<file path="src/hw/rtl/cia_pkg.sv">
// Shared types and constants of the checked integer ALU.
package cia_pkg;

  localparam int unsigned MaxWidth         = 64;
  localparam int unsigned DataWidthDefault = 64;
  localparam int unsigned FifoDepthDefault = 4;

  typedef enum logic [3:0] {
    OP_OR   = 4'd0,
    OP_XOR  = 4'd1,
    OP_AND  = 4'd2,
    OP_ADD  = 4'd3,
    OP_SUB  = 4'd4,
    OP_MUL  = 4'd5,
    OP_DIV  = 4'd6,
    OP_MOD  = 4'd7,
    OP_SHR  = 4'd8,
    OP_SHL  = 4'd9,
    OP_NEG  = 4'd10,
    OP_PLUS = 4'd11,
    OP_NOT  = 4'd12
  } op_e;

  typedef enum logic [2:0] {
    ST_OK      = 3'd0,
    ST_OVF     = 3'd1,
    ST_DIV0    = 3'd2,
    ST_SHIFT   = 3'd3,
    ST_INVALID = 3'd4,
    ST_NOVALUE = 3'd5
  } status_e;

  typedef enum logic [1:0] {
    DIV_IDLE,
    DIV_BUSY,
    DIV_DONE
  } div_state_e;

  typedef struct packed {
    op_e                 op;
    logic                sg;
    status_e             st;
    logic [MaxWidth-1:0] a;
    logic [MaxWidth-1:0] b;
  } cmd_t;

endpackage

</file>
<file path="src/hw/rtl/cia_fifo.sv">
// Short command queue that decouples the front end from the back end.
module cia_fifo #(
  parameter int unsigned Depth = cia_pkg::FifoDepthDefault
) (
  input  logic          clk_i,
  input  logic          rst_ni,
  input  logic          push_i,
  input  cia_pkg::cmd_t data_i,
  output logic          full_o,
  input  logic          pop_i,
  output logic          valid_o,
  output cia_pkg::cmd_t data_o
);
  import cia_pkg::*;

  localparam int unsigned PtrW = $clog2(Depth);

  cmd_t            mem_q [Depth];
  logic [PtrW-1:0] wr_ptr_q, wr_ptr_d, rd_ptr_q, rd_ptr_d;
  logic [PtrW:0]   cnt_q, cnt_d;

  assign full_o  = (cnt_q == (PtrW+1)'(Depth));
  assign valid_o = (cnt_q != '0);
  assign data_o  = mem_q[rd_ptr_q];

  always_comb begin
    wr_ptr_d = push_i ? wr_ptr_q + 1'b1 : wr_ptr_q;
    rd_ptr_d = pop_i ? rd_ptr_q + 1'b1 : rd_ptr_q;
    cnt_d    = cnt_q + (PtrW+1)'(push_i) - (PtrW+1)'(pop_i);
  end

  always_ff @(posedge clk_i or negedge rst_ni) begin
    if (!rst_ni) begin
      wr_ptr_q <= '0;
      rd_ptr_q <= '0;
      cnt_q    <= '0;
    end else begin
      wr_ptr_q <= wr_ptr_d;
      rd_ptr_q <= rd_ptr_d;
      cnt_q    <= cnt_d;
    end
  end

  always_ff @(posedge clk_i) begin
    if (push_i) begin
      mem_q[wr_ptr_q] <= data_i;
    end
  end

endmodule

</file>
<file path="config.mk">
export PLATFORM = sky130hd
export DESIGN_NAME = cia_fifo
export DESIGN_NICKNAME = d
export VERILOG_FILES = /design/src/hw/rtl/cia_pkg.sv /design/src/hw/rtl/cia_fifo.sv
export SDC_FILE = /design/constraint.sdc
export NUM_CORES = 1
export LEC_CHECK = 0
export BUFFER_PORTS_ARGS = -buffer_cell sky130_fd_sc_hd__buf_4
export CAP_MARGIN = 10
export CORE_MARGIN = 3
export CORE_UTILIZATION = 60
export CTS_CLUSTER_DIAMETER = 30
export DETAILED_ROUTE_END_ITERATION = 8
export HOLD_SLACK_MARGIN = 0.02
export PLACE_DENSITY = 0.83
export SLEW_MARGIN = 20
export SYNTH_ARGS = -nofsm -noshare
export SYNTH_HDL_FRONTEND = slang
export SYNTH_SLANG_ARGS = --single-unit
export TNS_END_PERCENT = 10
</file>
<file path="constraint.sdc">
create_clock -name clk_i -period 11.83 [get_ports clk_i]
set_input_delay 1.183 -clock clk_i [delete_from_list [all_inputs] [get_ports clk_i]]
set_output_delay 1.183 -clock clk_i [all_outputs]
set_load 0.1 [all_outputs]
</file>
==> reports/summary.log, run 1 <==
INFO  run_status     status=complete, no violations
INFO  synth          postSynthAreaPerCell=27.0µm²
INFO  sta            skew=0.0326ns
INFO  place          port_buffers=277
INFO  detailed_routing postRouteAntennaNets=0
INFO  global_routing first_global_vias=10.2k
INFO  synth          yosys_register_bits=551
INFO  place          gp_routability_congestion=0.719
INFO  layout         synthToLayoutAreaGrowth=27.9%
INFO  sta            timing.hold.ws=0.381ns
INFO  detailed_routing vias_per_cell=5.79
INFO  sta            pin_slew_with_the_least_headroom_to_its_limit=1.11ns
INFO  global_routing total_grt_usage=0.249
INFO  clock_tree     cts_made_buffers=93
INFO  synth          syn-instance-count=745
INFO  layout         fin_nets=1242
INFO  worst_setup_path worst_path_largest_cell_delay=1.06ns
INFO  floorplan      die_height=189µm
INFO  synth          total_nets_after_synthesis=892
INFO  worst_setup_path timing.critical_path.fanout_max=48
INFO  sta            grt_setup_unrepaired=no
INFO  global_routing grt_pass1_wl=65300µm
INFO  floorplan      start_util=0.614
INFO  global_routing grt_max_degree=74
INFO  worst_setup_path critical_path.cell_chain=buf_4 > mux4_2 > buf_4
INFO  worst_setup_path cp.arrival=3.53ns
INFO  detailed_routing dr_total_vias=9358
INFO  floorplan      floorplan.rows=66
INFO  clock_tree     post_cts_resized=0
INFO  sta            timing_hold_violations_final=0
INFO  clock_tree     clock-sinks=551
INFO  floorplan      ios=278
INFO  worst_setup_path regToRegStartpoint=wr_ptr_q[0]
INFO  worst_setup_path critPathSlowestCell=sky130_fd_sc_hd__dfrtp_4
INFO  sta            f_max=212MHz
INFO  layout         layout.cells.most_common_list=sky130_fd_sc_hd__edfxtp_1 (544), sky130_fd_sc_hd__buf_4 (286), sky130_fd_sc_hd__mux4_2 (136), sky130_fd_sc_hd__clkbuf_16 (94), sky130_fd_sc_hd__clkinv_2 (18)
INFO  clock_tree     clk_transition_reported_paths=0.06ns
INFO  detailed_routing drt_pre_antenna_iters=4
INFO  sta            fin_tns_setup=0ns
INFO  clock_tree     ctsHtreeMaxLevel=3
INFO  worst_setup_path worst_ep_required_time=10.65ns
INFO  sta            slew_violations=0
INFO  floorplan      floorplan.core_area=32800µm²
INFO  detailed_routing drt_iter0_drc=760
INFO  worst_setup_path path_class=register to output port
INFO  sta            worst_slew_margin=0.262
INFO  clock_tree     hold_fix_buffer_count_after_cts=0
INFO  worst_hold_path type_of_the_tightest_min_delay_check=input port to async pin
INFO  worst_setup_path critical-path-top-cell-by-count=sky130_fd_sc_hd__buf_4
INFO  clock_tree     post_cts_buffers=0
INFO  synth          synthDistinctLibCells=19
INFO  detailed_routing routedWlPerCell=26.7µm
INFO  layout         finalNonFillerCells=1616
INFO  clock_tree     clk_tree_root_cell=sky130_fd_sc_hd__clkbuf_16
INFO  clock_tree     insertion_delay=0.61ns
INFO  synth          synthesis.area=20100µm²
INFO  synth          sequential_fraction_of_the_synthesis_area=0.820
INFO  clock_tree     cts-root-to-sink-buffers=3
INFO  place          post-place-cells=1442
INFO  floorplan      design.die.area=35800µm²
INFO  layout         drive_gt1_frac=0.501
INFO  worst_setup_path crit_path_start_kind=register
INFO  clock_tree     tritoncts_clock_tree=yes
INFO  layout         fill_cells=1517
INFO  worst_setup_path origin_of_the_worst_setup_path=rd_ptr_q[0]
INFO  run            max_cap_viol_count=0
INFO  sta            setup_viol=0
INFO  sta            layout_worst_path_cycle_share=0.398
INFO  floorplan      floorplan.die.width=189µm
INFO  global_routing grt_overflow_total=0
INFO  detailed_routing route.detailed.drc=0
INFO  worst_setup_path worstSetupEndpointType=output port
INFO  global_routing grt_antenna_before_repair=2
INFO  layout         layout.cells.most_common=sky130_fd_sc_hd__edfxtp_1
INFO  sta            layout_min_cycle_time=4.71ns
INFO  detailed_routing detail_route.wirelength=43100µm
INFO  synth          yosys_warnings=0
INFO  place          post-dp-hpwl=22200µm
[registers in the layout, summed over array words and instances (netlist names)]
register	count
mem_q	544
rd_ptr_q	2
cnt_q	3
wr_ptr_q	2
[area by class of cell]
cell class | instances | area, µm² | share of cell area
flip-flops and latches | 551 | 16500 | 0.641
multi-input cells | 157 | 3260 | 0.127
diodes | 1 | 2.50 | 0.0000972
inverters | 6 | 22.5 | 0.000875
repair buffers | 286 | 2150 | 0.0834
clock buffers | 99 | 2370 | 0.0921
clock inverters | 74 | 873 | 0.0339
well taps | 442 | 553 | 0.0215
[worst max-delay path: cells and delay by family, from the launching register on]
family | cells | cell delay (ns)
muxes | 1 | 0.63
DFF | 1 | 1.06
buffers and inverters | 2 | 1.10
[synthesized netlist by cell type]
cell type                    n  area (µm²)
sky130_fd_sc_hd__and2_1      4        25.0
sky130_fd_sc_hd__and3_1      1        6.26
sky130_fd_sc_hd__buf_12     11         220
sky130_fd_sc_hd__buf_2      13        65.1
sky130_fd_sc_hd__buf_4       1        7.51
sky130_fd_sc_hd__buf_6       3        33.8
sky130_fd_sc_hd__buf_8       1        15.0
sky130_fd_sc_hd__clkbuf_1    2        7.51
sky130_fd_sc_hd__dfrtp_1     7         175
sky130_fd_sc_hd__edfxtp_1  544       16300
sky130_fd_sc_hd__fa_1        1        20.0
sky130_fd_sc_hd__ha_1        6        75.1
sky130_fd_sc_hd__inv_1       6        22.5
sky130_fd_sc_hd__mux4_2    136        3060
sky130_fd_sc_hd__nand2_1     2        7.51
sky130_fd_sc_hd__o21ai_0     1        5.00
sky130_fd_sc_hd__or3_1       1        6.26
sky130_fd_sc_hd__xnor2_1     3        26.3
sky130_fd_sc_hd__xor2_1      2        17.5
[layer usage]
layer | wire length, µm | share of wire | GRT usage | vias up
li1 | - | - | - | 3964
met1 | 15300 | 0.36 | 0.314 | 4869
met2 | 22800 | 0.53 | 0.413 | 457
met3 | 3740 | 0.087 | 0.0750 | 66
met4 | 1230 | 0.028 | 0.0985 | 2
met5 | 11 | 0.00026 | 0 | -
[worst paths after layout]
path	slack, ns	depth (start not counted)	to
worst min register to register	0.54	1	wr_ptr_q[0]
min in group clk_i	0.54	1	wr_ptr_q[0]
worst max register to register	8.92	4	mem_q[0][92]
worst max-delay path	7.12	3	data_o[91]
worst min-delay path	0.38	1	wr_ptr_q[0]
max in group asynchronous	11.29	1	rd_ptr_q[0]
[through the flow]
step                      instance area [µm²]  utilization  setup WS, ns
after floorplan                         20100            -          7.02
after global placement                  22500        0.686          7.71
after detailed placement                22500        0.686          7.70
after CTS                               25700        0.785          7.01
after global routing                    25700        0.785          6.82
final                                   25700        0.785          7.12
[logic make-up (layout without fill, tap and decap cells)]
| family | after synthesis | after routing | synth area share |
|---|---|---|---|
| flops | 551 | 551 | 0.820 |
| mux | 136 | 136 | 0.152 |
| buf+inv | 37 | 465 | 0.0185 |
| simple gates | 8 | 8 | 0.00224 |
| fa+ha+maj | 7 | 7 | 0.00472 |
| xor+xnor | 5 | 5 | 0.00218 |
| compound gates | 1 | 1 | 0.000248 |
| other cells | 0 | 1 | 0 |
Power of run 1 is not shown: default switching activity piles up to over one toggle a cycle in this logic, so the estimate is an artifact.
==> inputs of run 2 (changes only) <==
- ABC_AREA: unset -> 1
- CORE_UTILIZATION: 60 -> 53
- PLACE_DENSITY: 0.83 -> 0.77
- clock period: 11.83 -> 4 ns (I/O delays scaled with it)
==> reports/summary.log, run 2 <==
INFO  synth          yosys.area_share.simple=0.171
INFO  clock_tree     tritoncts_clock_tree=yes
INFO  global_routing grt_max_degree=161
INFO  place          place_worst_setup_slack=1.41ns
INFO  synth          synth.top_cell.area_share=0.704
INFO  global_routing total_grt_usage=0.245
INFO  synth          synth_xor_area_frac=0.00113
INFO  clock_tree     ctsHtreeMaxLevel=3
INFO  floorplan      start_util=0.538
INFO  clock_tree     clk_transition_reported_paths=0.05ns
INFO  synth          postSynth.asyncResetShare=0.0127
INFO  worst_setup_path timing.critical_path.fanout_max=104
INFO  synth          synth_enable_flop_cells=544
INFO  worst_setup_path cp.arrival=2.93ns
INFO  synth          post_synth_fa_ha_maj_area_fraction=0.00410
INFO  layout         area_used_by_multi_input_combinational_logic=4100µm²
INFO  floorplan      die_height=215µm
INFO  sta            setup_viol=0
INFO  place          gp_routability_congestion=0.778
INFO  worst_setup_path path_class=register to output port
INFO  place          placement.cell_area=25800µm²
INFO  floorplan      design.die.area=46300µm²
INFO  layout         fill_cells=2760
INFO  layout         regArea=16500µm²
INFO  sta            pin_slew_with_the_least_headroom_to_its_limit=0.937ns
INFO  sta            f_max=300MHz
INFO  synth          synth.largest_area_cell=sky130_fd_sc_hd__edfxtp_1
INFO  layout         max_flop_register=mem_q
INFO  layout         layout_top_registers=mem_q (544), cnt_q (3)
INFO  synth          total_nets_after_synthesis=2325
INFO  layout         synthToLayoutAreaGrowth=32.0%
INFO  synth          yosys_register_bits=551
INFO  detailed_routing vias_per_cell=5.04
INFO  clock_tree     clock-sinks=551
INFO  detailed_routing route.detailed.drc=0
INFO  worst_setup_path worst_ep_required_time=3.60ns
INFO  sta            grt_setup_unrepaired=no
INFO  synth          yosys_warnings=0
INFO  synth          post_synth_mux_area_share=0
INFO  clock_tree     clk_tree_root_cell=sky130_fd_sc_hd__clkbuf_16
INFO  sta            skew=0.0214ns
INFO  synth          synth_top_family_by_area=simple AND/OR/NAND/NOR gates
INFO  clock_tree     insertion_delay=0.62ns
INFO  detailed_routing detail_route.wirelength=57000µm
INFO  synth          sequential_fraction_of_the_synthesis_area=0.711
INFO  synth          synth-compound-area-share=0.000216
INFO  layout         layout.cells.most_common_list=sky130_fd_sc_hd__nand2_1 (691), sky130_fd_sc_hd__inv_1 (552), sky130_fd_sc_hd__edfxtp_1 (544), sky130_fd_sc_hd__buf_4 (292), sky130_fd_sc_hd__nand3_1 (274)
INFO  global_routing grt_overflow_total=0
INFO  worst_hold_path type_of_the_tightest_min_delay_check=input port to async pin
INFO  clock_tree     post_cts_resized=0
INFO  worst_setup_path worstSetupEndpointType=output port
INFO  sta            worst_slew_margin=0.375
INFO  global_routing grt_antenna_before_repair=7
INFO  layout         layout.cells.most_common=sky130_fd_sc_hd__nand2_1
INFO  synth          postSynthAreaPerCell=10.7µm²
INFO  sta            postLayoutSetupSlackWorst=0.665ns
INFO  layout         design_area=30600µm²
INFO  layout         fin_nets=2775
INFO  sta            layout_min_cycle_time=3.33ns
INFO  sta            timing_hold_violations_final=0
INFO  detailed_routing routedWlPerCell=17.3µm
INFO  synth          yosysMostFrequentCell=sky130_fd_sc_hd__nand2_1
INFO  detailed_routing drt_pre_antenna_iters=5
INFO  detailed_routing dr_total_vias=16.6k
INFO  worst_setup_path crit_path_start_kind=register
INFO  floorplan      floorplan.die.width=215µm
INFO  detailed_routing postRouteAntennaNets=0
INFO  run_status     status=complete, no violations
INFO  sta            slew_violations=0
INFO  synth          synthesis.area=23200µm²
INFO  synth          synth-main-ff-cell=sky130_fd_sc_hd__edfxtp_1
INFO  place          post-dp-hpwl=30200µm
INFO  floorplan      floorplan.rows=76
INFO  global_routing grt_pass1_wl=89900µm
INFO  global_routing first_global_vias=17.5k
INFO  floorplan      ios=278
INFO  run            max_cap_viol_count=0
INFO  place          port_buffers=277
INFO  sta            fin_tns_setup=0ns
INFO  clock_tree     cts_made_buffers=101
INFO  sta            layout_worst_path_cycle_share=0.834
INFO  synth          ys_top_cells_by_count=sky130_fd_sc_hd__nand2_1 (691), sky130_fd_sc_hd__inv_1 (557), sky130_fd_sc_hd__edfxtp_1 (544)
INFO  layout         drive_gt1_frac=0.174
INFO  synth          synth.area.top_cells=sky130_fd_sc_hd__edfxtp_1 (70%), sky130_fd_sc_hd__nand2_1 (11%), sky130_fd_sc_hd__inv_1 (9.0%)
INFO  synth          syn-instance-count=2178
INFO  detailed_routing drt_iter0_drc=1283
INFO  layout         flip_flop_count_of_the_largest_register_after_layout=544
INFO  clock_tree     cts-root-to-sink-buffers=3
INFO  floorplan      floorplan.core_area=43200µm²
INFO  synth          synthDistinctLibCells=15
## run 2: timing repair
item | CTS | global route
setup buffers | 0 | 0
hold endpoints to repair | 553 | 0
hold buffers | 139 | 0
## run 2: stage by stage
stage	utilization	hold WS [ns]	cells
final	0.709	0.153	3302
after global routing	0.709	0.151	3302
after CTS	0.709	0.0982	3295
after detailed placement	0.598	0.221	2971
after global placement	0.598	0.221	2971
after floorplan	-	0.104	2178
## run 2: path summary, 6_finish.rpt
kind | cells past startpoint | slack (ns) | from | endpoint
max in group asynchronous | 2 | 3.70 | rst_ni | rd_ptr_q[0]
setup reg to reg | 5 | 1.78 | wr_ptr_q[0] | mem_q[2][74]
min in group clk_i | 2 | 0.53 | data_i[21] | mem_q[0][21]
hold reg to reg | 2 | 0.56 | cnt_q[1] | cnt_q[2]
hold / removal | 2 | 0.15 | rst_ni | cnt_q[0]
setup / recovery | 6 | 0.67 | rd_ptr_q[0] | data_o[126]
## run 2: logic make-up (layout without fill, tap and decap cells)
logic type               Yosys count  count (layout)
adder cells (fa/ha/maj)            7               7
AND/OR/NAND/NOR                  966             966
AO/OA/AOI/OAI                      1               1
XOR/XNOR                           3               3
buffers and inverters            650            1182
other                              0               7
flip-flops                       551             551
## run 2: routing by layer
layer | wire, µm | track usage
met1 | 21300 | 0.282
met2 | 29600 | 0.433
met3 | 4060 | 0.0515
met4 | 2090 | 0.129
met5 | 0 | 0
## run 2: area by class of cell
| class | count | share of cell area |
|---|---|---|
| inverters | 558 | 0.0694 |
| diodes | 7 | 0.000572 |
| multi-input cells | 977 | 0.134 |
| clock buffers | 108 | 0.0841 |
| flip-flops and latches | 551 | 0.539 |
| clock inverters | 77 | 0.0266 |
| repair buffers | 439 | 0.122 |
| well taps | 585 | 0.0239 |
## run 2: critical path: stages, from the launching register on
cell and delay, ns:
sky130_fd_sc_hd__dfrtp_4 0.66, sky130_fd_sc_hd__inv_8 0.50, sky130_fd_sc_hd__buf_4 0.39, sky130_fd_sc_hd__nand2_1 0.12
sky130_fd_sc_hd__nand3_1 0.13, sky130_fd_sc_hd__nand2_1 0.12, sky130_fd_sc_hd__buf_4 0.25
Power of run 2 is left out for the same reason.
==> inputs of run 3 (changes only) <==
- CORE_UTILIZATION: 53 -> 58
- PLACE_DENSITY: 0.77 -> 0.8
- clock period: 4 -> 3.2 ns (I/O delays scaled with it)
==> reports/summary.log, run 3 (synthesis gave the netlist of run 2 again) <==
INFO  run_status     status=complete, no violations
INFO  worst_setup_path cp.arrival=2.72ns
INFO  global_routing total_grt_usage=0.280
INFO  sta            timing_hold_violations_final=0
INFO  layout         drive_gt1_frac=0.176
INFO  floorplan      ios=278
INFO  clock_tree     ctsHtreeMaxLevel=3
INFO  place          gp_routability_congestion=0.838
INFO  place          placement.cell_area=25800µm²
INFO  sta            pin_slew_with_the_least_headroom_to_its_limit=0.951ns
INFO  sta            slew_violations=0
INFO  worst_setup_path crit_path_start_kind=register
INFO  sta            f_max=329MHz
INFO  clock_tree     cts-root-to-sink-buffers=3
INFO  detailed_routing routedWlPerCell=18.4µm
INFO  detailed_routing route.detailed.drc=0
INFO  floorplan      floorplan.core_area=39100µm²
INFO  detailed_routing postRouteAntennaNets=0
INFO  clock_tree     cts_made_buffers=99
INFO  layout         synthToLayoutAreaGrowth=33.3%
INFO  floorplan      design.die.area=42400µm²
INFO  detailed_routing drt_pre_antenna_iters=6
INFO  global_routing grt_overflow_total=0
INFO  worst_hold_path type_of_the_tightest_min_delay_check=input port to async pin
INFO  clock_tree     tritoncts_clock_tree=yes
INFO  floorplan      floorplan.die.width=206µm
INFO  run            max_cap_viol_count=0
INFO  place          place_worst_setup_slack=0.922ns
INFO  layout         layout.cells.most_common=sky130_fd_sc_hd__nand2_1
INFO  global_routing first_global_vias=17.8k
INFO  clock_tree     clk_tree_root_cell=sky130_fd_sc_hd__clkbuf_16
INFO  place          port_buffers=277
INFO  place          post-dp-hpwl=29400µm
INFO  clock_tree     clock-sinks=551
INFO  sta            setup_viol=0
INFO  floorplan      floorplan.rows=72
INFO  clock_tree     clk_transition_reported_paths=0.05ns
INFO  layout         flip_flop_count_of_the_largest_register_after_layout=544
INFO  detailed_routing vias_per_cell=5.23
INFO  worst_setup_path timing.reg2reg.worst_path_depth=5
INFO  detailed_routing drt_iter0_drc=1524
INFO  layout         fin_nets=2772
INFO  global_routing grt_max_degree=143
INFO  sta            worst_slew_margin=0.366
INFO  global_routing grt_pass1_wl=91300µm
INFO  worst_setup_path worst_ep_required_time=2.88ns
INFO  floorplan      start_util=0.594
INFO  sta            layout_min_cycle_time=3.04ns
INFO  layout         design_area=30900µm²
INFO  sta            postLayoutSetupSlackWorst=0.165ns
INFO  sta            grt_setup_unrepaired=no
INFO  floorplan      die_height=206µm
INFO  layout         layout.cells.most_common_list=sky130_fd_sc_hd__nand2_1 (691), sky130_fd_sc_hd__inv_1 (552), sky130_fd_sc_hd__edfxtp_1 (544), sky130_fd_sc_hd__buf_4 (285), sky130_fd_sc_hd__nand3_1 (274)
INFO  clock_tree     insertion_delay=0.61ns
INFO  global_routing grt_antenna_before_repair=4
INFO  worst_setup_path worstSetupEndpointType=output port
INFO  detailed_routing dr_total_vias=16.9k
INFO  worst_setup_path timing.critical_path.fanout_max=98
INFO  detailed_routing detail_route.wirelength=59500µm
INFO  sta            skew=0.0239ns
INFO  layout         layout_top_registers=mem_q (544), cnt_q (3)
INFO  worst_setup_path path_class=register to output port
INFO  layout         max_flop_register=mem_q
INFO  sta            layout_worst_path_cycle_share=0.949
run 3: cell types whose count changed in the layout (fill, tap and decap cells not counted), moves of 4 or more:
cell,previous run,this run
sky130_fd_sc_hd__inv_6,15,11
sky130_fd_sc_hd__buf_12,8,14
sky130_fd_sc_hd__bufinv_16,13,28
sky130_fd_sc_hd__clkbuf_1,6,2
sky130_fd_sc_hd__clkinv_2,15,19
sky130_fd_sc_hd__clkinv_4,8,2
sky130_fd_sc_hd__buf_4,292,285
run 3: worst max-delay path, cell delays in order (launching register included):
cell and delay [ns]:
sky130_fd_sc_hd__dfrtp_4 0.59, sky130_fd_sc_hd__inv_8 0.47, sky130_fd_sc_hd__buf_4 0.39, sky130_fd_sc_hd__nand2_1 0.12
sky130_fd_sc_hd__nand3_1 0.11, sky130_fd_sc_hd__nand2_1 0.09, sky130_fd_sc_hd__buf_4 0.24
run 3: metrics by stage:
step	setup TNS, ns	hold slack, ns	utilization	cells
after floorplan	-231.33	0.0244	-	2178
after global placement	0	0.138	0.660	2903
after detailed placement	0	0.144	0.660	2903
after CTS	0	0.0333	0.791	3227
after global routing	0	0.0699	0.791	3230
final	0	0.0704	0.791	3232
run 3: final timing paths:
kind                                   from            to  slack, ns
min in group clk_i               data_i[21]  mem_q[2][21]       0.44
worst min-delay path                 rst_ni   wr_ptr_q[0]       0.07
worst max register to register  wr_ptr_q[0]  mem_q[0][88]       1.14
worst max-delay path            rd_ptr_q[0]    data_o[97]       0.16
worst min register to register     cnt_q[1]      cnt_q[2]       0.52
max in group asynchronous            rst_ni   rd_ptr_q[0]       2.98
run 3: what timing repair did:
action	CTS	global route
hold endpoints to repair	556	0
gates resized for setup	0	0
hold buffers	139	0
buffers inserted	0	0
run 3: cell type report:
class / count / area (µm²)
Tap cell: 518 / 648
Fill cell: 1985 / 8170
Inverter: 558 / 2120
Sequential cell: 551 / 16500
Timing Repair Buffer: 438 / 3810
Multi-Input combinational cell: 977 / 4100
Antenna cell: 5 / 12.5
Clock inverter: 81 / 1170
Clock buffer: 104 / 2550
run 3: layer usage:
metal	track usage	up-vias	routed length [µm]
met1	0.323	8083	21500
met2	0.500	911	31200
met4	0.133	0	2120
li1	-	7718	-
met5	0	-	0
met3	0.0572	178	4720
Power of run 3 is left out for the same reason.
