## src/hw/rtl/cia_pkg.sv

```systemverilog
// Shared types and constants of the checked integer ALU.
package cia_pkg;

  localparam int unsigned MaxWidth         = 64;
  localparam int unsigned DataWidthDefault = 64;
  localparam int unsigned FifoDepthDefault = 4;

  typedef enum logic [3:0] {
    OP_OR   = 4'd0,
    OP_XOR  = 4'd1,
    OP_AND  = 4'd2,
    OP_ADD  = 4'd3,
    OP_SUB  = 4'd4,
    OP_MUL  = 4'd5,
    OP_DIV  = 4'd6,
    OP_MOD  = 4'd7,
    OP_SHR  = 4'd8,
    OP_SHL  = 4'd9,
    OP_NEG  = 4'd10,
    OP_PLUS = 4'd11,
    OP_NOT  = 4'd12
  } op_e;

  typedef enum logic [2:0] {
    ST_OK      = 3'd0,
    ST_OVF     = 3'd1,
    ST_DIV0    = 3'd2,
    ST_SHIFT   = 3'd3,
    ST_INVALID = 3'd4,
    ST_NOVALUE = 3'd5
  } status_e;

  typedef enum logic [1:0] {
    DIV_IDLE,
    DIV_BUSY,
    DIV_DONE
  } div_state_e;

  typedef struct packed {
    op_e                 op;
    logic                sg;
    status_e             st;
    logic [MaxWidth-1:0] a;
    logic [MaxWidth-1:0] b;
  } cmd_t;

endpackage

```

## src/hw/rtl/cia_if.sv

```systemverilog
// Handshake interfaces for the request and result channels of the ALU.
interface cia_in_if;
  import cia_pkg::*;
  logic                valid;
  logic                ready;
  logic [3:0]          kind;
  logic                sign_mode;
  logic                operands_present;
  logic [MaxWidth-1:0] left_operand;
  logic [MaxWidth-1:0] right_operand;

  modport source (output valid, kind, sign_mode, operands_present, left_operand,
                  right_operand, input ready);
  modport sink (input valid, kind, sign_mode, operands_present, left_operand,
                right_operand, output ready);
  modport monitor (input valid, ready, kind, sign_mode, operands_present, left_operand,
                   right_operand);
endinterface


```

## src/hw/rtl/cia_front.sv

```systemverilog
// Front end: accepts requests, masks operands and classifies the operation.
module cia_front #(
  parameter int unsigned DataWidth = cia_pkg::DataWidthDefault
) (
  cia_in_if.sink        in_i,
  input  logic          full_i,
  output logic          push_o,
  output cia_pkg::cmd_t cmd_o
);
  import cia_pkg::*;

  localparam logic [MaxWidth-1:0] Mask = {MaxWidth{1'b1}} >> (MaxWidth - DataWidth);

  always_comb begin
    cmd_o.sg = in_i.sign_mode;
    cmd_o.a  = in_i.left_operand & Mask;
    cmd_o.b  = in_i.right_operand & Mask;
    cmd_o.op = OP_OR;
    cmd_o.st = ST_OK;
    // A missing operand takes precedence over an unknown operation.
    priority if (!in_i.operands_present) begin
      cmd_o.st = ST_NOVALUE;
    end else if (in_i.kind > OP_NOT) begin
      cmd_o.st = ST_INVALID;
    end else begin
      cmd_o.op = op_e'(in_i.kind);
    end
  end

  assign in_i.ready = !full_i;
  assign push_o     = in_i.valid && !full_i;

endmodule

```

## src/flat_wrapper.sv

```systemverilog
// flat-port wrapper written by rule: the top's interface ports become plain ports
module cia_front_flat import cia_pkg::*;
#(
  parameter int unsigned DataWidth = cia_pkg::DataWidthDefault
)
  (full_i, push_o, cmd_o, in_i_valid, in_i_kind, in_i_sign_mode, in_i_operands_present, in_i_left_operand, in_i_right_operand, in_i_ready);
  cia_in_if in_i_i ();
  input  logic full_i;
  output logic push_o;
  output cia_pkg::cmd_t cmd_o;
  input wire logic [$bits(in_i_i.valid)-1:0] in_i_valid;
  input wire logic [$bits(in_i_i.kind)-1:0] in_i_kind;
  input wire logic [$bits(in_i_i.sign_mode)-1:0] in_i_sign_mode;
  input wire logic [$bits(in_i_i.operands_present)-1:0] in_i_operands_present;
  input wire logic [$bits(in_i_i.left_operand)-1:0] in_i_left_operand;
  input wire logic [$bits(in_i_i.right_operand)-1:0] in_i_right_operand;
  output wire logic [$bits(in_i_i.ready)-1:0] in_i_ready;
  assign in_i_i.valid = in_i_valid;
  assign in_i_i.kind = in_i_kind;
  assign in_i_i.sign_mode = in_i_sign_mode;
  assign in_i_i.operands_present = in_i_operands_present;
  assign in_i_i.left_operand = in_i_left_operand;
  assign in_i_i.right_operand = in_i_right_operand;
  assign in_i_ready = in_i_i.ready;
  cia_front #(.DataWidth(DataWidth)) u_core (.in_i(in_i_i), .full_i(full_i), .push_o(push_o), .cmd_o(cmd_o));
endmodule
```

## config.mk

```make
export PLATFORM = sky130hd
export DESIGN_NAME = cia_front_flat
export DESIGN_NICKNAME = d
export VERILOG_FILES = /design/src/hw/rtl/cia_pkg.sv /design/src/hw/rtl/cia_if.sv /design/src/hw/rtl/cia_front.sv /design/src/flat_wrapper.sv
export SDC_FILE = /design/constraint.sdc
export NUM_CORES = 1
export LEC_CHECK = 0
export ABC_CLOCK_PERIOD_IN_PS = 800
export BUFFER_PORTS_ARGS = -buffer_cell sky130_fd_sc_hd__buf_2
export CAP_MARGIN = 25
export CORE_AREA = 2 2 106 108
export DETAILED_ROUTE_END_ITERATION = 8
export DIE_AREA = 0 0 108 110
export PLACE_DENSITY = 0.51
export SYNTH_ARGS = -nofsm -noshare
export SYNTH_HDL_FRONTEND = slang
export SYNTH_SLANG_ARGS = --single-unit
export TNS_END_PERCENT = 1
```

## constraint.sdc

```tcl
create_clock -name vclk -period 0.8
set_input_delay 0.04 -clock vclk [all_inputs]
set_output_delay 0.04 -clock vclk [all_outputs]
set_load 0.03 [all_outputs]
```

==> flow_results.org, run 1 <==
** Power and ir drop
- For this design the static power due to leakage is 0.109 nW.
- IR analysis of the VDD net gives a maximum drop of 0.0993 mV.
- Overall power consumption after layout is estimated at 0.120 mW.
- PD cells :: 382 nW/um^2

** Placement
- IO buf count :: 15
- Cell Area, Placed :: 315 sq um
- Detailed placement HPWL :: 2.15 mm
- RePlAce Congestion :: 0.441
- Cell total after placement :: 168

** Clocking
- The number of gates resized after CTS was 0.
- Post-CTS Setup Repair Bufs :: 0
- The number of hold buffers added after CTS was 0.

** Timing
- The hold violation total from the final report was 0.
- Setup repair after global routing left no endpoint under its margin.
- In the final timing run, aggregate negative setup slack is 0 ps.
- The final critical path takes up 88.5% of the cycle.
- Final Max Slew Viols :: 0
- Subtracting the final worst setup slack from the clock period gives 708 ps.
- Achievable Freq :: 1.41 GHz
- Setup violations remaining at the end of the flow were counted as 0.

** Outcome
- Result of the run :: finished clean

** Routing
- For this block, the initial DRC count from the detailed router was 13.
- Dividing the detail-routed wire length by the instance count gives 15.1 um.
- Final ANT Viol Nets :: 0
- Dividing the detail-routed via count by the number of cells gives 2.10.
- For this block, the via count after detailed routing is 353.
- The first detailed-routing pass ran for 2 iterations.
- Final routed wirelength across all metal layers :: 2.54 mm
- DRC viols :: 0

** Cells and area
- FFs & Latches :: 0
- After routing the design area is 315 sq um.
- Total inserted antenna cells :: 0
- The area growth from synthesis to layout is -69.7%.
- Reg area :: 0 sq um
- After the last flow step, the layout net total stands at 166.
- Of the cells placed in the final design, the portion with a size suffix greater than 1 is 53.6%.
- For this run, the number of standard cells in the final layout without fillers is 168.
- Counting the clock-network buffers in the layout gives 0.
- Fin util :: 2.95%

** Synthesis
- Number of standard cells after synthesis :: 143
- Post-synthesis cell type count :: 9
- Total standard cell area after synthesis :: 1040 sq um
- Synthesized area per cell :: 7.28 sq um
- Portion of the post-synthesis area used by sequential elements :: 0%
- Synthesis produced a netlist with a net count of 279.
- The Yosys step of the flow raised 0 warnings.

** Global route
- For met3 alone, demand over resource in global routing was 5.00%.
- Maximum number of pins on one net before global-route repair :: 7
- Overflow left after global routing :: 0
- The number of antenna violations at the first check in global routing is 0.
- The first global-routing pass estimated 2.94 mm of wire.
- Global routing usage summed across all routing layers :: 3.64%
- Number of global-route vias before repair :: 394
- Grt met1 use :: 1.09%
- Global routing consumed, on the met2 layer, 4.13% of the routing resources.
- The layer flagged by global routing as most heavily used is met4.

** Critical path
- Traced cell by cell, the critical path runs through buf_2, o21ai_1, and3_1, buf_2.
- Worst path arrival time :: 670 ps
- Startpoint kind of the worst setup timing path :: input pin
- Counting buffers and inverters, the worst setup path is 4 cells deep.
- The cell that appears most often on the critical path is sky130_fd_sc_hd__buf_2.
- Together, buffers and inverters on the worst path number 2.
- Critical path startpoint :: in_i_kind[1]
- Required time reported for the critical path endpoint :: 760 ps
- STA classifies the critical path endpoint as an output port.
- The critical path is of the input pin to output port type.
- Broken down by cell family, the worst path's largest delay share belongs to buffers and inverters.
- The critical path ends at cmd_o[135].
- Crit Path Max Fanout :: 4
- Among all stages on the critical path, the largest delay is contributed by sky130_fd_sc_hd__buf_2.
- Critical path's largest stage delay :: 210 ps

** Die
- 274 I/O pins were placed.
- The initial utilization of the core area, before any placement, comes to 9.73%.
- The die covers 11,900 sq um.
- After floorplanning, the core was sized to cover 10,700 sq um.
- Die X :: 108 um
- Die boundary height :: 110 um
- Row generation in the floorplan step produced 38 rows.

** Run
- Max-capacitance violation count :: 0

** Hold path
- The path class of the tightest hold or removal check is input pin to output port.
[cells by family (layout without fill, tap and decap cells)]
group | after synthesis | after routing | synth area share, %
buf+inv | 132 | 17 | 94.5
simple gates | 7 | 7 | 3.73
compound gates | 3 | 3 | 1.44
other cells | 1 | 1 | 0.360
[metal layers]
layer  wire, um  part of all wire (%)
met4        567                    22
met2        811                    32
met5          0                     0
met3        852                    34
met1        306                    12
[synth_stat cells (all sizes together)]
master	number	share of area (%)
buf	130	94
and3	4	2.4
o21ai	3	1.4
inv	2	0.72
conb	1	0.36
nand2	1	0.36
nor2	1	0.36
nor2b	1	0.60
[area by class of cell]
cell class | instances | area (sq um)
fillers | 1284 | 10400
well taps | 140 | 175
multi-input cells | 11 | 57.6
repair buffers | 15 | 75.1
inverters | 2 | 7.51
[how the worst min path moves through the flow]
stage                                      start         to  slack, ps  depth (start not counted)
after floorplan                           full_i     push_o        190                          1
after global placement    in_i_right_operand[20]  cmd_o[20]         80                          0
after detailed placement  in_i_right_operand[20]  cmd_o[20]         80                          0
after CTS                 in_i_right_operand[20]  cmd_o[20]         80                          0
after global routing      in_i_right_operand[28]  cmd_o[28]         80                          0
final                     in_i_right_operand[24]  cmd_o[24]         80                          0
[power by group]
part           internal (mW)  switching, mW  total (mW)  leakage (nW)
Clock                      0              0           0             0
Sequential                 0              0           0             0
Combinational         0.0375         0.0829       0.120         0.109
Total                 0.0375         0.0829       0.120         0.109
[stage by stage]
stage	hold WS (ps)	setup slack, ps
final	80.0	91.6
after global routing	80.0	59.8
after CTS	80.2	98.6
after detailed placement	80.2	99.0
after global placement	80.2	126
after floorplan	190	198
[placed cells by master (no fill, tap or decap)]
cell	netlist	final
sky130_fd_sc_hd__and3_1	4	4
sky130_fd_sc_hd__buf_2	0	15
sky130_fd_sc_hd__conb_1	1	1
sky130_fd_sc_hd__inv_1	2	2
sky130_fd_sc_hd__nand2_1	1	1
sky130_fd_sc_hd__nor2_1	1	1
sky130_fd_sc_hd__nor2b_1	1	1
sky130_fd_sc_hd__o21ai_1	2	3
(Power assumes the default switching activity.)
==> inputs of run 2 (changes only) <==
--- a/config.mk
+++ b/config.mk
@@ -5,13 +5,14 @@
 export SDC_FILE = /design/constraint.sdc
 export NUM_CORES = 1
 export LEC_CHECK = 0
+export ABC_AREA = 1
 export ABC_CLOCK_PERIOD_IN_PS = 800
 export BUFFER_PORTS_ARGS = -buffer_cell sky130_fd_sc_hd__buf_2
 export CAP_MARGIN = 25
-export CORE_AREA = 2 2 106 108
+export CORE_AREA = 2 2 107 109
 export DETAILED_ROUTE_END_ITERATION = 8
-export DIE_AREA = 0 0 108 110
-export PLACE_DENSITY = 0.51
+export DIE_AREA = 0 0 109 111
+export PLACE_DENSITY = 0.5
 export SYNTH_ARGS = -nofsm -noshare
 export SYNTH_HDL_FRONTEND = slang
 export SYNTH_SLANG_ARGS = --single-unit
==> run 2 against run 1 <==
Against the previous run:
- cell count up 4.8%
- total power increased by 12%
- sequential cell count unchanged
- setup slack better by 5.5 ps
- core utilization is 0.16 points higher
- clock-buffer cell count did not move
- synthesized cell count up 3.5%
==> flow_results.org, run 2 <==
** Outcome
- The flow ran to the end, and the final reports show no timing, DRC or antenna violations.

** Die
- Effective utilization at floorplan :: 9.60% (-0.13 points)
- The I/O pin total came to 274 (unchanged).
- The die area is 12,100 sq um (+1.8%).
- The cell row count came to 39 (+2.6%).
- Die X :: 109 um (+0.93%)
- Area inside the core boundary :: 11,100 sq um (+3.5%)
- Die boundary height :: 111 um (+0.91%)

** Critical path
- Startpoint kind of the worst setup timing path :: input pin
- The setup path with the least slack is of type input pin to output port.
- The largest fanout on the critical path was 5 (+1).
- STA classifies the critical path endpoint as an output port.
- Worst path arrival time :: 660 ps (about the same)
- Required time reported for the critical path endpoint :: 760 ps (about the same)

** Routing
- The residual DRC count is 0 (unchanged).
- The per-cell via count in the routed design was 2.01 (-4.3%).
- Final ANT Viol Nets :: 0 (unchanged)
- Mean routed wirelength per cell :: 16.3 um (+8.1%)
- The post-detailed-routing wire length was 2.87 mm (+13%).
- Detailed-routing iteration count for the pre-antenna-repair pass :: 2 (unchanged)
- Detailed router's first-iteration violation count :: 3 (-10)
- The total via count after detailed routing was 354 (+0.28%).

** Cells and area
- Reg area :: 0 sq um (unchanged)
- Area added between synthesis and finish :: -67.6%
- The count of nets after finishing came to 171 (+3.0%).
- Clkbuf count :: 0 (unchanged)
- The antenna diode count came to 0 (unchanged).
- Final instance area :: 344 sq um (+9.1%)
- Number of standard cells in the layout, taps in and fillers out :: 176 (+4.8%)
- Fin util :: 3.11% (+0.16 points)
- In the layout the commonest cells are sky130_fd_sc_hd__buf_2, sky130_fd_sc_hd__inv_1, sky130_fd_sc_hd__nor2_2.
- The fraction of final layout cells sized beyond drive strength 1 came to 72.7% (+19 points).
- Most frequent standard cell in the layout excluding fill and tap cells :: sky130_fd_sc_hd__buf_2
- FFs & Latches :: 0 (unchanged)

** Hold path
- Tightest Hold Check Type :: input pin to output port

** Synthesis
- Summed over all instances, the cell type with the most area after synthesis is sky130_fd_sc_hd__buf_4.
- After synthesis, the largest family of logic cells by area is buffers and inverters.
- Share of cell area taken by muxes after synthesis :: 0% (unchanged)
- Total standard cell area after synthesis :: 1060 sq um (+2.2%)
- The cell count after synthesis is 148 (+3.5%).
- Adder-cell share of the synthesized area :: 0% (unchanged)
- The mean instance size in the synthesized netlist is 7.19 sq um (-1.3%).
- Most repeated cell in the gate-level netlist after synthesis :: sky130_fd_sc_hd__buf_4
- Complex-gate fraction of the synthesized area :: 0% (-1.4 points)
- Most area-consuming cells after synthesis :: sky130_fd_sc_hd__buf_4, sky130_fd_sc_hd__nor2_2, sky130_fd_sc_hd__inv_1
- The net count after synthesis came to 284 (+1.8%).
- The count of warnings emitted by yosys came to 0 (unchanged).
- The register area share after synthesis is 0% (unchanged).
- After synthesis, the most frequently instantiated cells are sky130_fd_sc_hd__buf_4, sky130_fd_sc_hd__inv_1, sky130_fd_sc_hd__nor2_2.
- Portion of synthesized cell area occupied by the leading cell type :: 91.8% (-2.0 points)
- The distinct cell type count of the synthesized netlist is 9 (unchanged).
- Post-synthesis simple-gate area fraction :: 5.06% (+1.3 points)
- The share of the synthesized netlist area taken by xor and xnor gates came to 0% (unchanged).

** Global route
- The largest net degree at the start of global routing is 6 (-1).
- Number of global-route vias before repair :: 381 (-3.3%)
- The total congestion overflow after global routing came to 0 (unchanged).
- Wire length of the first global-routing pass :: 3.22 mm (+9.6%)
- Global routing usage summed across all routing layers :: 3.98% (+0.34 points)
- Number of antenna violations at the first check in global routing :: 0 (unchanged)

** Timing
- The summed negative setup slack over all endpoints is 0 ps (unchanged).
- The maximum clock frequency came to 1.42 GHz (+0.78%).
- The final count of pins violating max slew was 0 (unchanged).
- The number of setup violations in the final report was 0 (unchanged).
- The time the worst path needs with I/O delays and setup came to 703 ps (-5.49 ps).
- RSZ-0062 raised after global routing :: no
- The setup slack of the critical path after layout came to 97.1 ps (+5.49 ps).
- Hold violation count in the final report :: 0 (unchanged)
- Portion of the clock cycle consumed by the worst path in the final layout :: 87.9% (-0.69 points)

** Power and ir drop
- PD cells :: 392 nW/um^2 (+2.6%)
- The leakage power came to 0.130 nW (+19%).
- The worst-case vdd ir drop came to 0.0772 mV (-22%).

** Placement
- The count of buffers from port buffering came to 15 (unchanged).
- The placement-stage cell area was 342 sq um (+8.3%).
- The half-perimeter wire length of the detailed placement result was 2.48 mm (+16%).
- Cell total after placement :: 176 (+4.8%)
- The pre-CTS setup slack was 42.0 ps (-57.0 ps).
- The weighted congestion reported at the end of routability-driven placement is 0.475 (+7.8%).

** Run
- Max-capacitance violation count :: 0 (unchanged)

** Clocking
- Number of hold buffers added after CTS :: 0 (unchanged)
- Post-CTS Setup Repair Bufs :: 0 (unchanged)
run 2: final cells by class:
type	count	area [sq um]
well taps	143	179
inverters	8	30.0
multi-input cells	10	57.6
fillers	1321	10700
repair buffers	15	77.6
run 2: critical path: stages:
cell,delay [ps]
sky130_fd_sc_hd__buf_2,100
sky130_fd_sc_hd__inv_2,60
sky130_fd_sc_hd__nand2_1,60
sky130_fd_sc_hd__nand2_2,70
sky130_fd_sc_hd__nand2_4,70
sky130_fd_sc_hd__nor2_2,70
sky130_fd_sc_hd__buf_2,190
run 2: kinds of logic (layout without fill, tap and decap cells):
family | Yosys count | count (layout)
buffers and inverters | 138 | 23
and+or+nand+nor | 9 | 9
other | 1 | 1
run 2: worst paths after layout:
path / depth (start not counted) / end / from
max: 7 / cmd_o[134] / in_i_kind[0]
min: 0 / cmd_o[124] / in_i_left_operand[60]
run 2: power breakdown:
group / internal, mW / switching, mW / total, mW
Combinational: 0.0419 / 0.0928 / 0.135
Sequential: 0 / 0 / 0
Clock: 0 / 0 / 0
run 2: through the flow:
step | total power, mW | hold WS [ps]
3_3_place_gp | 0.137 | 80.2
5_1_grt | 0.148 | 80.0
4_1_cts | 0.137 | 80.2
3_5_place_dp | 0.136 | 80.2
6_report | 0.135 | 80.0
2_1_floorplan | 1.30 | 170
run 2: routing by layer:
| layer | global-route usage, % | vias up | share of wire (%) |
|---|---|---|---|
| li1 | - | 75 | - |
| met1 | 0.249 | 88 | 4.8 |
| met2 | 5.22 | 121 | 38 |
| met3 | 5.88 | 70 | 37 |
| met4 | 8.38 | 0 | 21 |
| met5 | 0 | - | 0 |
run 2: repair_timing:
| item | 4_1_cts | 5_1_grt |
|---|---|---|
| setup endpoints to repair | 0 | 1 |
| gates resized for setup | 0 | 2 |
| endpoints found under the hold margin | 0 | 0 |
==> inputs of run 3 (changes only) <==
--- a/config.mk
+++ b/config.mk
@@ -12,7 +12,6 @@
 export CORE_AREA = 2 2 107 109
 export DETAILED_ROUTE_END_ITERATION = 8
 export DIE_AREA = 0 0 109 111
-export PLACE_DENSITY = 0.5
 export SYNTH_ARGS = -nofsm -noshare
 export SYNTH_HDL_FRONTEND = slang
 export SYNTH_SLANG_ARGS = --single-unit
==> run 3 against run 2 <==
Against the previous run:
- first-iteration DRC count down 33%
- critical path depth unchanged
- non-clock buffer count did not move
- routed wire length is 10% lower
- total power grew 0.31%
- combinational power about the same
- die area did not move
- setup slack worse by 40 ps
- sequential cell count unchanged
- clock-buffer cell count unchanged
- sequential share of layout area stayed put
- largest power group unchanged
- highest routed layer unchanged
==> flow_results.org, run 3 (synthesized netlist as in run 2, its figures left out) <==
** Outcome
- The run finished with clean final reports.

** Power and ir drop
- Maximum vdd ir drop :: 0.102 mV (+32%)
- PD cells :: 393 nW/um^2 (+0.31%)
- Leakage dissipation :: 0.130 nW (unchanged)
- The total power consumption of the routed design was 0.135 mW (+0.31%).

** Hold path
- The depth of the worst hold-timing path is 0 (unchanged).
- In this run the most critical hold path is launched from in_i_right_operand[34].
- Worst Hold End :: cmd_o[34]
- Tightest Hold Check Type :: input pin to output port

** Cells and area
- The count of clock buffers in the final design was 0 (unchanged).
- The library cell used most frequently in the layout, excluding fill and tap cells, is sky130_fd_sc_hd__buf_2.
- The sequential cell area is 0 sq um (unchanged).
- The antenna diode count is 0 (unchanged).
- Nets@finish :: 171 (unchanged)
- FFs & Latches :: 0 (unchanged)
- The core occupancy in the finished layout came to 3.11% (unchanged).
- The relative area change from synthesis to final layout came to -67.6% (unchanged).
- The filler cell count in the final layout came to 1,322 (+0.076%).
- The fraction of final layout cells sized beyond drive strength 1 was 72.7% (unchanged).
- Most frequent cells in the layout :: sky130_fd_sc_hd__buf_2, sky130_fd_sc_hd__inv_1, sky130_fd_sc_hd__nor2_2

** Critical path
- The largest fanout on the critical path is 5 (unchanged).
- STA classifies the critical path endpoint as an output port.
- The worst path required time was 760 ps (about the same).
- Startpoint kind of the worst setup timing path :: input pin
- Critical path startpoint :: in_i_kind[3]
- Path type of the worst setup path :: input pin to output port
- Worst path arrival time :: 700 ps (+40 ps)

** Routing
- The post-detailed-routing wire length is 2.58 mm (-10%).
- Detailed router's first-iteration violation count :: 2 (-1)
- The routed wire length on met3 was 1.07 mm (+1.8%).
- The highest layer touched by signal routing is met4.
- DRC viols :: 0 (unchanged)
- The number of nets still failing antenna checks after routing is 0 (unchanged).
- Via count :: 364 (+2.8%)
- Detailed-routing iteration count for the pre-antenna-repair pass :: 2 (unchanged)
- The final routed wire length divided by cell count is 14.7 um (-10%).
- The wire length on met1 was 116 um (-17%).
- The total length of routed met2 wires is 768 um (-29%).
- The per-cell via count in the routed design was 2.07 (+2.8%).

** Timing
- RSZ-0062 raised after global routing :: no
- Number of endpoints failing setup at the final stage :: 0 (unchanged)
- The summed negative setup slack over all endpoints is 0 ps (unchanged).
- The hold violation total from the final report was 0 (unchanged).
- The final count of pins violating max slew is 0 (unchanged).
- Hold WS :: 80.0 ps (unchanged)
- The ratio of final minimum period to clock period came to 92.8% (+5.0 points).
- The maximum clock frequency is 1.35 GHz (-5.4%).
- The setup slack of the critical path after layout came to 57.3 ps (-39.8 ps).
- Final critical-path required period :: 743 ps (+39.8 ps)

** Placement
- IO buf count :: 15 (unchanged)
- The pre-CTS setup slack was 8.38 ps (-33.6 ps).
- The weighted congestion reported at the end of routability-driven placement was 0.461 (-2.8%).
- The half-perimeter wire length of the detailed placement result came to 2.17 mm (-13%).

** Global route
- The largest net degree at the start of global routing came to 6 (unchanged).
- The first-pass GRT wire length was 2.86 mm (-11%).
- Overflow left after global routing :: 0 (unchanged)
- The number of global-route vias before repair was 394 (+3.4%).
- Number of antenna violations at the first check in global routing :: 0 (unchanged)
- The all-layer global routing usage was 3.45% (-0.53 points).

** Die
- IO Pins :: 274 (unchanged)
- The core area came to 11,100 sq um (unchanged).
- The die span in x is 109 um (unchanged).
- The initial cell density of the core came to 9.60% (unchanged).
- Die Footprint :: 12,100 sq um (unchanged)
- The cell row count came to 39 (unchanged).
- Die boundary height :: 111 um (unchanged)

** Run
- Max-capacitance violation count :: 0 (unchanged)
run 3: cell counts in the layout (fill, tap and decap cells not counted):
No cell type changed its count.
run 3: cell type report:
type                            instances  area [sq um]  area share (%)
Multi-Input combinational cell         10          57.6            16.7
Inverter                                8          30.0            8.73
Timing Repair Buffer                   15          77.6            22.5
Tap cell                              143           179            52.0
run 3: stage by stage:
step	cells	area (sq um)
after global placement	176	342
after floorplan	148	1060
after detailed placement	176	342
after CTS	176	342
final	176	344
after global routing	176	344
run 3: power by group:
part | switching [mW] | internal, mW
sequential | 0 | 0
combinational | 0.0932 | 0.0419
clock | 0 | 0
run 3: worst max-delay path by stage:
stage,endpoint,cells after the start,slack (ps)
after CTS,cmd_o[135],7,5
after global routing,cmd_o[134],7,5
after floorplan,cmd_o[132],5,160
final,cmd_o[134],7,60
after detailed placement,cmd_o[135],7,8
after global placement,cmd_o[135],7,2
run 3: per-layer routing:
layer / vias to the layer above / global-route usage (%)
met2: 114 / 3.31
li1: 74 / -
met4: 0 / 8.46
met5: - / 0
met3: 78 / 6.35
met1: 98 / 0
run 3: what timing repair did:
item / 4_1_cts / 5_1_grt
setup buffers: 0 / 0
hold buffers: 0 / 0
setup endpoints to repair: 0 / 1
gates resized for setup: 0 / 2
run 3: worst max-delay path, stage by stage:
cell	delay, ps
sky130_fd_sc_hd__buf_2	120
sky130_fd_sc_hd__nand2_1	70
sky130_fd_sc_hd__inv_2	30
sky130_fd_sc_hd__nand2_2	70
sky130_fd_sc_hd__nand2_4	70
sky130_fd_sc_hd__nor2_2	90
sky130_fd_sc_hd__buf_2	200
